--- config.mk ---
export PLATFORM = sky130hd
export DESIGN_NAME = hci_inbound_packet_deframer_top_flat
export DESIGN_NICKNAME = d
export VERILOG_FILES = /design/src/hdl/hipd_pkg.sv /design/src/hdl/hipd_if.sv /design/src/hdl/hci_inbound_packet_deframer_top.sv /design/src/hdl/hipd_state_mem.sv /design/src/hdl/hipd_frame_update.sv /design/src/flat_wrapper.sv
export SDC_FILE = /design/constraint.sdc
export NUM_CORES = 1
export LEC_CHECK = 0
export BUFFER_PORTS_ARGS = -buffer_cell sky130_fd_sc_hd__buf_4
export CAP_MARGIN = 20
export CORE_ASPECT_RATIO = 1.5
export CORE_UTILIZATION = 65
export DETAILED_ROUTE_END_ITERATION = 10
export PLACE_DENSITY_LB_ADDON = 0.25
export SLEW_MARGIN = 5
export SYNTH_ARGS = -nofsm -noshare
export SYNTH_HDL_FRONTEND = slang
export SYNTH_HIERARCHICAL = 1
export SYNTH_SLANG_ARGS = --single-unit
--- constraint.sdc ---
create_clock -name clk -period 11.4 [get_ports clk]
set_input_delay 0 -clock clk [delete_from_list [all_inputs] [get_ports clk]]
set_output_delay 0 -clock clk [all_outputs]
set_load 0.01 [all_outputs]
--- src/hdl/hipd_pkg.sv ---
`default_nettype none
// ----------------------------------------------------------------------------
// hipd_pkg
// Shared types, codes and constants of the HCI inbound packet deframer.
// ----------------------------------------------------------------------------
package hipd_pkg;

    localparam int CHANNELS_DEFAULT   = 3;
    localparam int HEADER_MAX_DEFAULT = 4;

    localparam logic [1:0] CH_ACL     = 2'd0;
    localparam logic [1:0] CH_SCO     = 2'd1;
    localparam logic [1:0] CH_EVENT   = 2'd2;
    localparam logic [1:0] CH_INVALID = 2'd3;

    localparam logic [2:0] ACL_PREAMBLE_BYTES   = 3'd4;
    localparam logic [2:0] SCO_PREAMBLE_BYTES   = 3'd3;
    localparam logic [2:0] EVENT_PREAMBLE_BYTES = 3'd2;

    localparam logic [7:0] EVT_CODE_CMD_COMPLETE = 8'h0E;
    localparam logic [7:0] EVT_CODE_CMD_STATUS   = 8'h0F;

    localparam logic [1:0] FLOW_NONE         = 2'd0;
    localparam logic [1:0] FLOW_CMD_COMPLETE = 2'd1;
    localparam logic [1:0] FLOW_CMD_STATUS   = 2'd2;

    localparam logic [15:0] MAX_BODY_LENGTH_RESET = 16'hFFFF;

    typedef enum logic [1:0] {
        PH_IDLE,
        PH_PREAMBLE,
        PH_BODY,
        PH_IGNORE
    } hipd_phase_t;

    typedef struct packed {
        logic [7:0]  out_byte;
        logic [1:0]  out_channel;
        logic        packet_start;
        logic        in_header;
        logic        packet_end;
        logic        dropped;
        logic [15:0] body_length;
        logic [1:0]  flow_event;
        logic [7:0]  new_credits;
        logic [15:0] cmd_opcode;
        logic [7:0]  cmd_status;
    } hipd_result_t;

    function automatic logic [2:0] pre_size(input logic [1:0] ch);
        logic [2:0] size;
        unique case (ch)
            CH_ACL:   size = ACL_PREAMBLE_BYTES;
            CH_SCO:   size = SCO_PREAMBLE_BYTES;
            default:  size = EVENT_PREAMBLE_BYTES;
        endcase
        return size;
    endfunction

endpackage
`default_nettype wire

--- src/hdl/hipd_if.sv ---
`default_nettype none
// ----------------------------------------------------------------------------
// hipd_if
// Request channels of the deframer: received bytes, framed bytes and the
// configuration write channel.
// ----------------------------------------------------------------------------
interface hipd_in_if;
    logic       valid;
    logic       ready;
    logic [1:0] channel;
    logic [7:0] rx_byte;

    modport source (output valid, output channel, output rx_byte, input ready);
    modport sink (input valid, input channel, input rx_byte, output ready);
endinterface

interface hipd_out_if;
    logic        valid;
    logic        ready;
    logic [7:0]  out_byte;
    logic [1:0]  out_channel;
    logic        packet_start;
    logic        in_header;
    logic        packet_end;
    logic        dropped;
    logic [15:0] body_length;
    logic [1:0]  flow_event;
    logic [7:0]  new_credits;
    logic [15:0] cmd_opcode;
    logic [7:0]  cmd_status;

    modport source (
        output valid, output out_byte, output out_channel, output packet_start,
        output in_header, output packet_end, output dropped, output body_length,
        output flow_event, output new_credits, output cmd_opcode, output cmd_status,
        input ready
    );
    modport sink (
        input valid, input out_byte, input out_channel, input packet_start,
        input in_header, input packet_end, input dropped, input body_length,
        input flow_event, input new_credits, input cmd_opcode, input cmd_status,
        output ready
    );
endinterface

interface hipd_cfg_if;
    logic        valid;
    logic        ready;
    logic [15:0] data;

    modport source (output valid, output data, input ready);
    modport sink (input valid, input data, output ready);
endinterface
`default_nettype wire

--- src/hdl/hci_inbound_packet_deframer_top.sv ---
`default_nettype none
// ----------------------------------------------------------------------------
// hci_inbound_packet_deframer_top
// HCI inbound packet deframer: per-channel preamble, length and body framing
// of received bytes with flow event reporting.
// ----------------------------------------------------------------------------
// The block takes one byte per clock cycle while the output side is ready and returns
// one framed byte for each, in order, through the state stage and the output register.
// The rate is set by the per-channel state memory: each byte reads its channel's entry
// when it is taken and writes it back as it leaves the state stage, and a write-first
// read path lets a byte of the same channel follow directly. The state needs no
// clearing pass after reset. The length limit may be written at any idle time.
module hci_inbound_packet_deframer_top #(
    parameter int CHANNELS   = hipd_pkg::CHANNELS_DEFAULT,
    parameter int HEADER_MAX = hipd_pkg::HEADER_MAX_DEFAULT
) (
    input wire logic   clk,
    input wire logic   rst_n,
    hipd_in_if.sink    rx,
    hipd_out_if.source tx,
    hipd_cfg_if.sink   cfg
);
    import hipd_pkg::*;

    localparam int AW = (CHANNELS > 1) ? $clog2(CHANNELS) : 1;
    localparam int EW = 34 + 8 * HEADER_MAX;

    logic          accept;
    logic          chan_ok;
    logic [AW-1:0] raddr;
    logic          s1_valid_reg, s1_valid_next;
    logic          s1_adv;
    logic          s1_ok_reg;
    logic [1:0]    s1_chan_reg;
    logic [7:0]    s1_byte_reg;
    logic [AW-1:0] s1_addr_reg;
    logic [EW-1:0] entry;
    logic [EW-1:0] entry_next;
    logic          mem_we;
    hipd_result_t  res;
    hipd_result_t  tx_data_reg;
    logic          tx_valid_reg, tx_valid_next;
    logic [15:0]   max_len_reg;

    assign chan_ok = (rx.channel != CH_INVALID) && ({30'd0, rx.channel} < 32'(CHANNELS));
    assign raddr   = chan_ok ? rx.channel[AW-1:0] : '0;

    assign s1_adv   = s1_valid_reg && (!tx_valid_reg || tx.ready);
    assign rx.ready = !s1_valid_reg || s1_adv;
    assign accept   = rx.valid && rx.ready;
    assign mem_we   = s1_adv && s1_ok_reg;

    assign s1_valid_next = accept || (s1_valid_reg && !s1_adv);
    assign tx_valid_next = s1_adv || (tx_valid_reg && !tx.ready);

    always_ff @(posedge clk or negedge rst_n)
    begin
        if (!rst_n)
        begin
            s1_valid_reg <= 1'b0;
            tx_valid_reg <= 1'b0;
            max_len_reg  <= MAX_BODY_LENGTH_RESET;
        end
        else
        begin
            s1_valid_reg <= s1_valid_next;
            tx_valid_reg <= tx_valid_next;
            if (cfg.valid)
            begin
                max_len_reg <= cfg.data;
            end
        end
    end

    always_ff @(posedge clk)
    begin
        if (accept)
        begin
            s1_ok_reg   <= chan_ok;
            s1_chan_reg <= rx.channel;
            s1_byte_reg <= rx.rx_byte;
            s1_addr_reg <= raddr;
        end
        if (s1_adv)
        begin
            tx_data_reg <= res;
        end
    end

    hipd_state_mem #(
        .DEPTH (CHANNELS),
        .AW    (AW),
        .WIDTH (EW)
    ) u_state_mem (
        .clk   (clk),
        .rst_n (rst_n),
        .re    (accept),
        .raddr (raddr),
        .we    (mem_we),
        .waddr (s1_addr_reg),
        .wdata (entry_next),
        .rdata (entry)
    );

    hipd_frame_update #(
        .HEADER_MAX (HEADER_MAX),
        .EW         (EW)
    ) u_frame_update (
        .clk        (clk),
        .rst_n      (rst_n),
        .commit     (s1_adv),
        .chan_ok    (s1_ok_reg),
        .chan       (s1_chan_reg),
        .rx_byte    (s1_byte_reg),
        .max_len    (max_len_reg),
        .entry      (entry),
        .entry_next (entry_next),
        .res        (res)
    );

    assign cfg.ready       = 1'b1;
    assign tx.valid        = tx_valid_reg;
    assign tx.out_byte     = tx_data_reg.out_byte;
    assign tx.out_channel  = tx_data_reg.out_channel;
    assign tx.packet_start = tx_data_reg.packet_start;
    assign tx.in_header    = tx_data_reg.in_header;
    assign tx.packet_end   = tx_data_reg.packet_end;
    assign tx.dropped      = tx_data_reg.dropped;
    assign tx.body_length  = tx_data_reg.body_length;
    assign tx.flow_event   = tx_data_reg.flow_event;
    assign tx.new_credits  = tx_data_reg.new_credits;
    assign tx.cmd_opcode   = tx_data_reg.cmd_opcode;
    assign tx.cmd_status   = tx_data_reg.cmd_status;

    // A request held in the state stage keeps its byte and channel until it moves on.
    a_s1_hold: assert property (@(posedge clk) disable iff (!rst_n)
        (s1_valid_reg && !s1_adv) |=>
            (s1_valid_reg && $stable(s1_byte_reg) && $stable(s1_chan_reg)))
        else $error("state stage lost a stalled request");

    a_start_in_header: assert property (@(posedge clk) disable iff (!rst_n)
        (tx.valid && tx.packet_start) |-> (tx.in_header && !tx.dropped))
        else $error("packet start outside the preamble");

    a_flow_at_event_end: assert property (@(posedge clk) disable iff (!rst_n)
        (tx.valid && tx.flow_event != FLOW_NONE) |->
            (tx.packet_end && tx.out_channel == CH_EVENT && !tx.dropped))
        else $error("flow event away from the end of an event packet");

endmodule
`default_nettype wire

--- src/hdl/hipd_state_mem.sv ---
`default_nettype none
// ----------------------------------------------------------------------------
// hipd_state_mem
// Per-channel framing state memory with registered, write-first read and
// per-entry valid bits; an entry never written reads as all zeros.
// ----------------------------------------------------------------------------
module hipd_state_mem #(
    parameter int DEPTH = 3,
    parameter int AW    = 2,
    parameter int WIDTH = 66
) (
    input  wire logic             clk,
    input  wire logic             rst_n,
    input  wire logic             re,
    input  wire logic [AW-1:0]    raddr,
    input  wire logic             we,
    input  wire logic [AW-1:0]    waddr,
    input  wire logic [WIDTH-1:0] wdata,
    output logic      [WIDTH-1:0] rdata
);

    logic [WIDTH-1:0] mem [DEPTH];
    logic [DEPTH-1:0] valid_reg;
    logic [WIDTH-1:0] rd_data_reg;
    logic             rd_valid_reg;
    logic             fwd;

    assign fwd = we && (waddr == raddr);

    always_ff @(posedge clk)
    begin
        if (we)
        begin
            mem[waddr] <= wdata;
        end
        if (re)
        begin
            rd_data_reg <= fwd ? wdata : mem[raddr];
        end
    end

    always_ff @(posedge clk or negedge rst_n)
    begin
        if (!rst_n)
        begin
            valid_reg    <= '0;
            rd_valid_reg <= 1'b0;
        end
        else
        begin
            if (we)
            begin
                valid_reg[waddr] <= 1'b1;
            end
            if (re)
            begin
                rd_valid_reg <= fwd ? 1'b1 : valid_reg[raddr];
            end
        end
    end

    assign rdata = rd_valid_reg ? rd_data_reg : '0;

endmodule
`default_nettype wire

--- src/hdl/hipd_frame_update.sv ---
`default_nettype none
// ----------------------------------------------------------------------------
// hipd_frame_update
// Read-modify-write step of one channel's framing state, the event body
// capture and the marks and fields of the framed byte.
// ----------------------------------------------------------------------------
module hipd_frame_update #(
    parameter int HEADER_MAX = 4,
    parameter int EW         = 34 + 8 * HEADER_MAX
) (
    input  wire logic                clk,
    input  wire logic                rst_n,
    input  wire logic                commit,
    input  wire logic                chan_ok,
    input  wire logic [1:0]          chan,
    input  wire logic [7:0]          rx_byte,
    input  wire logic [15:0]         max_len,
    input  wire logic [EW-1:0]       entry,
    output logic      [EW-1:0]       entry_next,
    output hipd_pkg::hipd_result_t   res
);
    import hipd_pkg::*;

    localparam int HW = $clog2(HEADER_MAX);

    typedef logic [HEADER_MAX-1:0][7:0] hdr_t;

    function automatic logic [7:0] hbyte(input hdr_t h, input logic [15:0] i);
        return (i < 16'(HEADER_MAX)) ? h[i[HW-1:0]] : 8'h00;
    endfunction

    function automatic logic [15:0] decl_len(input logic [1:0] ch, input hdr_t h);
        logic [15:0] len;
        if (ch == CH_ACL)
        begin
            len = {hbyte(h, 16'd3), hbyte(h, 16'd2)};
        end
        else
        begin
            len = {8'h00, hbyte(h, {13'd0, pre_size(ch)} - 16'd1)};
        end
        return len;
    endfunction

    hipd_phase_t      ph_old, ph0, ph_n;
    logic [15:0]      rem_old, rem0, rem_n;
    logic [15:0]      idx_old, idx0, idx_n;
    hdr_t             hdr_old, hdr0, hdr_n;
    logic [4:0][7:0]  ev_reg, ev_next;
    logic [15:0]      len;
    logic [15:0]      k;
    logic             finished;

    assign ph_old  = hipd_phase_t'(entry[EW-1 -: 2]);
    assign rem_old = entry[EW-3 -: 16];
    assign idx_old = entry[EW-19 -: 16];
    assign hdr_old = hdr_t'(entry[8*HEADER_MAX-1:0]);

    always_comb
    begin
        res             = '0;
        res.out_byte    = rx_byte;
        res.out_channel = chan;
        ph0      = ph_old;
        rem0     = rem_old;
        idx0     = idx_old;
        hdr0     = hdr_old;
        ev_next  = ev_reg;
        len      = 16'd0;
        k        = 16'd0;
        finished = 1'b0;
        if (chan_ok && ph_old == PH_IDLE)
        begin
            res.packet_start = 1'b1;
            ph0  = PH_PREAMBLE;
            rem0 = {13'd0, pre_size(chan)};
            idx0 = 16'd0;
            hdr0 = '0;
            if (chan == CH_EVENT)
            begin
                ev_next = '0;
            end
        end
        ph_n  = ph0;
        rem_n = rem0 - 16'd1;
        idx_n = idx0 + 16'd1;
        hdr_n = hdr0;
        if (!chan_ok)
        begin
            res.dropped = 1'b1;
        end
        else
        begin
            unique case (ph0)
                PH_PREAMBLE:
                begin
                    res.in_header = 1'b1;
                    if (idx0 < 16'(HEADER_MAX))
                    begin
                        hdr_n[idx0[HW-1:0]] = rx_byte;
                    end
                    if (rem_n == 16'd0)
                    begin
                        len = (chan == CH_ACL) ? decl_len(chan, hdr_n) : {8'h00, rx_byte};
                        res.body_length = len;
                        rem_n = len;
                        if (len > max_len)
                        begin
                            ph_n = PH_IGNORE;
                        end
                        else if (len == 16'd0)
                        begin
                            finished = 1'b1;
                        end
                        else
                        begin
                            ph_n = PH_BODY;
                        end
                    end
                end
                PH_BODY:
                begin
                    k = idx0 - {13'd0, pre_size(chan)};
                    res.body_length = decl_len(chan, hdr0);
                    if (chan == CH_EVENT && k < 16'd5)
                    begin
                        ev_next[k[2:0]] = rx_byte;
                    end
                    if (rem_n == 16'd0)
                    begin
                        finished = 1'b1;
                    end
                end
                default:
                begin
                    res.dropped = 1'b1;
                    res.body_length = decl_len(chan, hdr0);
                    if (rem_n == 16'd0)
                    begin
                        res.packet_end = 1'b1;
                        ph_n = PH_IDLE;
                    end
                end
            endcase
            if (finished)
            begin
                res.packet_end = 1'b1;
                ph_n = PH_IDLE;
                if (chan == CH_EVENT)
                begin
                    if (hdr_n[0] == EVT_CODE_CMD_COMPLETE)
                    begin
                        res.flow_event  = FLOW_CMD_COMPLETE;
                        res.new_credits = ev_next[0];
                        res.cmd_opcode  = {ev_next[2], ev_next[1]};
                    end
                    else if (hdr_n[0] == EVT_CODE_CMD_STATUS)
                    begin
                        res.flow_event  = FLOW_CMD_STATUS;
                        res.new_credits = ev_next[1];
                        res.cmd_opcode  = {ev_next[3], ev_next[2]};
                        res.cmd_status  = ev_next[0];
                    end
                end
            end
        end
    end

    assign entry_next = {ph_n, rem_n, idx_n, hdr_n};

    always_ff @(posedge clk or negedge rst_n)
    begin
        if (!rst_n)
        begin
            ev_reg <= '0;
        end
        else if (commit && chan_ok)
        begin
            ev_reg <= ev_next;
        end
    end

endmodule
`default_nettype wire
--- src/flat_wrapper.sv ---
// flat-port wrapper written by rule: the top's interface ports become plain ports
module hci_inbound_packet_deframer_top_flat import hipd_pkg::*;
#(
    parameter int CHANNELS   = hipd_pkg::CHANNELS_DEFAULT,
    parameter int HEADER_MAX = hipd_pkg::HEADER_MAX_DEFAULT
)
  (clk, rst_n, rx_valid, rx_channel, rx_rx_byte, rx_ready, tx_valid, tx_out_byte, tx_out_channel, tx_packet_start, tx_in_header, tx_packet_end, tx_dropped, tx_body_length, tx_flow_event, tx_new_credits, tx_cmd_opcode, tx_cmd_status, tx_ready, cfg_valid, cfg_data, cfg_ready);
  hipd_in_if rx_i ();
  hipd_out_if tx_i ();
  hipd_cfg_if cfg_i ();
  input wire logic clk;
  input wire logic rst_n;
  input wire logic [$bits(rx_i.valid)-1:0] rx_valid;
  input wire logic [$bits(rx_i.channel)-1:0] rx_channel;
  input wire logic [$bits(rx_i.rx_byte)-1:0] rx_rx_byte;
  output wire logic [$bits(rx_i.ready)-1:0] rx_ready;
  output wire logic [$bits(tx_i.valid)-1:0] tx_valid;
  output wire logic [$bits(tx_i.out_byte)-1:0] tx_out_byte;
  output wire logic [$bits(tx_i.out_channel)-1:0] tx_out_channel;
  output wire logic [$bits(tx_i.packet_start)-1:0] tx_packet_start;
  output wire logic [$bits(tx_i.in_header)-1:0] tx_in_header;
  output wire logic [$bits(tx_i.packet_end)-1:0] tx_packet_end;
  output wire logic [$bits(tx_i.dropped)-1:0] tx_dropped;
  output wire logic [$bits(tx_i.body_length)-1:0] tx_body_length;
  output wire logic [$bits(tx_i.flow_event)-1:0] tx_flow_event;
  output wire logic [$bits(tx_i.new_credits)-1:0] tx_new_credits;
  output wire logic [$bits(tx_i.cmd_opcode)-1:0] tx_cmd_opcode;
  output wire logic [$bits(tx_i.cmd_status)-1:0] tx_cmd_status;
  input wire logic [$bits(tx_i.ready)-1:0] tx_ready;
  input wire logic [$bits(cfg_i.valid)-1:0] cfg_valid;
  input wire logic [$bits(cfg_i.data)-1:0] cfg_data;
  output wire logic [$bits(cfg_i.ready)-1:0] cfg_ready;
  assign rx_i.valid = rx_valid;
  assign rx_i.channel = rx_channel;
  assign rx_i.rx_byte = rx_rx_byte;
  assign rx_ready = rx_i.ready;
  assign tx_valid = tx_i.valid;
  assign tx_out_byte = tx_i.out_byte;
  assign tx_out_channel = tx_i.out_channel;
  assign tx_packet_start = tx_i.packet_start;
  assign tx_in_header = tx_i.in_header;
  assign tx_packet_end = tx_i.packet_end;
  assign tx_dropped = tx_i.dropped;
  assign tx_body_length = tx_i.body_length;
  assign tx_flow_event = tx_i.flow_event;
  assign tx_new_credits = tx_i.new_credits;
  assign tx_cmd_opcode = tx_i.cmd_opcode;
  assign tx_cmd_status = tx_i.cmd_status;
  assign tx_i.ready = tx_ready;
  assign cfg_i.valid = cfg_valid;
  assign cfg_i.data = cfg_data;
  assign cfg_ready = cfg_i.ready;
  hci_inbound_packet_deframer_top #(.CHANNELS(CHANNELS), .HEADER_MAX(HEADER_MAX)) u_core (.clk(clk), .rst_n(rst_n), .rx(rx_i), .tx(tx_i), .cfg(cfg_i));
endmodule
==> summary.txt <==
Status
  – Status: completed

Setup path
  – CP max stage delay: 0.65 ns
  – Crit path max fanout: 57
  – CP Launch Type: flip-flop
  – Crit. End Element: flip-flop
  – Worst-path cell chain: buf_4, and2_1, or3b_2, buf_4, nand2_1, inv_1, ha_1, or4b_2, nor4_4, or2_2, nor2_1, a21oi_1, nor2_1, ha_1, nand3_1, a21boi_0, o21a_1, o21ai_0, a31oi_1, o41ai_4, nand4_4, nor3b_1
  – Crit path required time: 11.76 ns
  – Crit-path slowest cell: or4b_2
  – Setup Crit Path Kind: flip-flop to flip-flop
  – Data arrival, critical path: 7.24 ns

Power and ir drop
  – Net Sw Power: 0.9595 mW
  – Internal power: 2.726 mW
  – Net Sw Frac: 0.2604
  – Worst vdd rail ir drop: 0.0002091 V
  – Leakage Power: 8.313 nW
  – Comb power frac: 0.166
  – Clk pwr share: 0.362
  – Reg power frac: 0.472
  – Pwr dens: 166.6 nW/um^2

Synthesis
  – #FFs+latches synth: 395
  – Synth Cell Area: 19,380 um^2
  – Post-Syn Nets: 1,611
  – Asr flop ratio synth: 0.1367
  – Synthesized area per cell: 12.49 um^2
  – Main synth FF type: edfxtp_1
  – Register area share after synthesis: 0.5990
  – Cell variety after synth: 81
  – EDFF count, synth: 341
  – Syn. warnings: 6
  – Mapped Cells: 1,552

STA
  – Fin crit period: 6.886 ns
  – Skew final: 0.02102 ns
  – Final hold viol count: 0
  – F_max: 145.2 MHz
  – Worst Max-Slew Pin Slew: 1.145 ns
  – Post-route setup TNS: 0 ns
  – RSZ-0062 raised after global routing: false
  – Final worst slack: 4.514 ns
  – Final Cycle Share: 0.6040
  – Max-slew headroom: 0.2354
  – Setup violators final: 0
  – Slew Viols, Final: 0

Placement
  – RePlAce Congestion: 0.9797
  – DP HPWL: 29.92 mm
  – Input/output buffers: 96
  – Dpl ws: 4.674 ns

GRT
  – Initial antenna violation count: 0
  – Grt total ovfl: 0
  – First-pass GRT wire length: 72.66 mm
  – Total track usage: 0.3203
  – Vias in the first global route: 12,963
  – Largest net degree at the start of global routing: 89

Finish
  – Max FFs per register: 198
  – Antenna cells: 0
  – Area growth syn-to-layout: 14.14%
  – Layout cells sized above 1: 0.1914
  – Fin nets: 1,717

Routing
  – DR WL/cell: 22.84 um
  – Final ANT Viol Nets: 0
  – DRT iter0 DRCs: 1,168
  – DRC: 0
  – TritonRoute pass-1 iters: 5
  – Via count: 13,122
  – Vias per cell: 6.300
  – WL final: 47.58 mm

Clock tree
  – Clk Latency, worst-skew pair: 0.55 ns
  – CTS sink cnt: 395
  – CTS max path bufs: 3
  – CTS tree: done
  – CTS root buf: clkbuf_16
  – Clock slew at reported path FFs: 0.06 ns
  – TritonCTS Buffers: 38
  – CTS-repair resized insts: 0
  – H-tree depth: 2

Hold path
  – Hold Crit Class: input port to async pin

Floorplanning
  – Die width: 143 um
  – Initial Utilization: 0.6597
  – Die area: 30,530 um^2
  – Core area: 29,380 um^2
  – Row Count: 77
  – Die Y: 213.5 um
  – IO Count: 98

Run
  – Max_cap viols: 0
## cell usage in the layout, fill, tap and decap left out, types with 7 or more instances in the layout
cell	instances
a21o_1	9
a21oi_1	37
a22o_1	39
and2_1	85
buf_4	121
clkbuf_1	7
clkbuf_16	41
clkinv_1	7
dfrtp_1	38
dfstp_2	16
dlygate4sd3_1	46
edfxtp_1	341
ha_1	27
inv_1	48
mux2_2	54
mux2_4	39
mux2i_1	99
nand2_1	167
nand2b_1	12
nand3_1	23
nand4_1	12
nor2_1	76
nor2b_1	8
nor3_1	23
nor4_1	7
o21ai_0	118
o22a_1	14
o22ai_1	17
or2_2	7
xnor2_1	11
xor2_1	14
## cells by family after synthesis
logic type	after synthesis	share of synthesized area
adder cells (fa/ha/maj)	28	0.01846
multiplexers	192	0.1127
XOR/XNOR	26	0.01214
other	1	0.0001935
AND/OR/NAND/NOR	466	0.1215
AO/OA/AOI/OAI	292	0.09947
buffers and inverters	152	0.03654
flip-flops	395	0.5990
## synthesized netlist by cell type, types with 11 or more instances
master / n / area share
clkbuf_1: 58 / 0.011
a21oi_1: 37 / 0.0096
o22ai_1: 17 / 0.0055
dfstp_2: 16 / 0.022
nor2_1: 76 / 0.015
buf_4: 14 / 0.0054
mux2i_1: 99 / 0.051
o21ai_0: 118 / 0.030
mux2_4: 39 / 0.030
edfxtp_1: 341 / 0.53
a22o_1: 39 / 0.018
nor3_1: 23 / 0.0059
mux2_2: 54 / 0.031
inv_1: 48 / 0.0093
ha_1: 27 / 0.017
nand2_1: 167 / 0.032
buf_2: 13 / 0.0034
dfrtp_1: 38 / 0.049
xor2_1: 14 / 0.0063
nand3_1: 24 / 0.0062
xnor2_1: 11 / 0.0050
nand2b_1: 12 / 0.0039
o22a_1: 14 / 0.0063
nand4_1: 12 / 0.0039
and2_1: 87 / 0.028
## metal layers
metal | vias to the layer above | track usage | part of all wire
met1 | 6365 | 0.3966 | 0.38
met3 | 181 | 0.04131 | 0.071
li1 | 5910 | - | -
met5 | - | 0 | 0
met2 | 666 | 0.5378 | 0.49
met4 | 0 | 0.1935 | 0.060
## layout make-up
type,count,area [um^2]
Tap cell,395,494.2
Clock inverter,22,274.0
Inverter,49,183.9
Fill cell,1865,7259
Timing Repair Buffer,169,1401
Clock buffer,48,1052
Multi-Input combinational cell,1005,7108
Sequential cell,395,11610
## metrics by stage
step	instance area (um^2)	hold slack (ns)	util	power (mW)	std cells
final	22130	0.05344	0.7529	3.685	2083
after global routing	22130	0.1237	0.7529	3.804	2083
after CTS	22090	0.07466	0.7518	3.685	2081
after detailed placement	20310	0.1007	0.6910	2.345	1965
after global placement	20310	0.08356	0.6910	2.327	1965
after floorplan	19380	-0.2956	-	2.162	1552
## worst paths after layout
kind                                                      start                          endpoint  slack (ns)  cells past startpoint
worst max-delay path            u_core/u_state_mem/rd_valid_reg           u_core/tx.cmd_status[2]        4.51                     22
worst min-delay path                                      rst_n               u_core/s1_valid_reg        0.05                      2
worst max register to register  u_core/u_state_mem/rd_valid_reg           u_core/tx.cmd_status[2]        4.51                     22
worst min register to register  u_core/u_frame_update/ev_reg[5]   u_core/u_frame_update/ev_reg[5]        0.50                      1
max in group asynchronous                                 rst_n  u_core/u_frame_update/ev_reg[29]       10.83                      2
min in group clk                                  rx_rx_byte[5]             u_core/s1_byte_reg[5]        0.18                      2
## critical path, delay by kind of cell, from the launching register on
kind | cells | cell delay [ns]
buffers and inverters | 3 | 1.14
flip-flops | 1 | 0.49
AND/OR/NAND/NOR | 11 | 3.19
AO/OA/AOI/OAI | 6 | 1.23
adder cells (fa/ha/maj) | 2 | 0.59
## power groups by stage
stage | clock, mW | combinational [mW] | sequential, mW
2_1_floorplan | 0 | 0.394 | 1.77
3_3_place_gp | 0 | 0.562 | 1.77
3_5_place_dp | 0 | 0.578 | 1.77
4_1_cts | 1.35 | 0.600 | 1.74
5_1_grt | 1.40 | 0.662 | 1.75
6_report | 1.34 | 0.610 | 1.74
## timing repair
item	4_1_cts	5_1_grt
hold buffers	46	0
hold endpoints to repair	84	0
buffers inserted	0	0
Note: power is estimated with default switching activity, not from simulation.
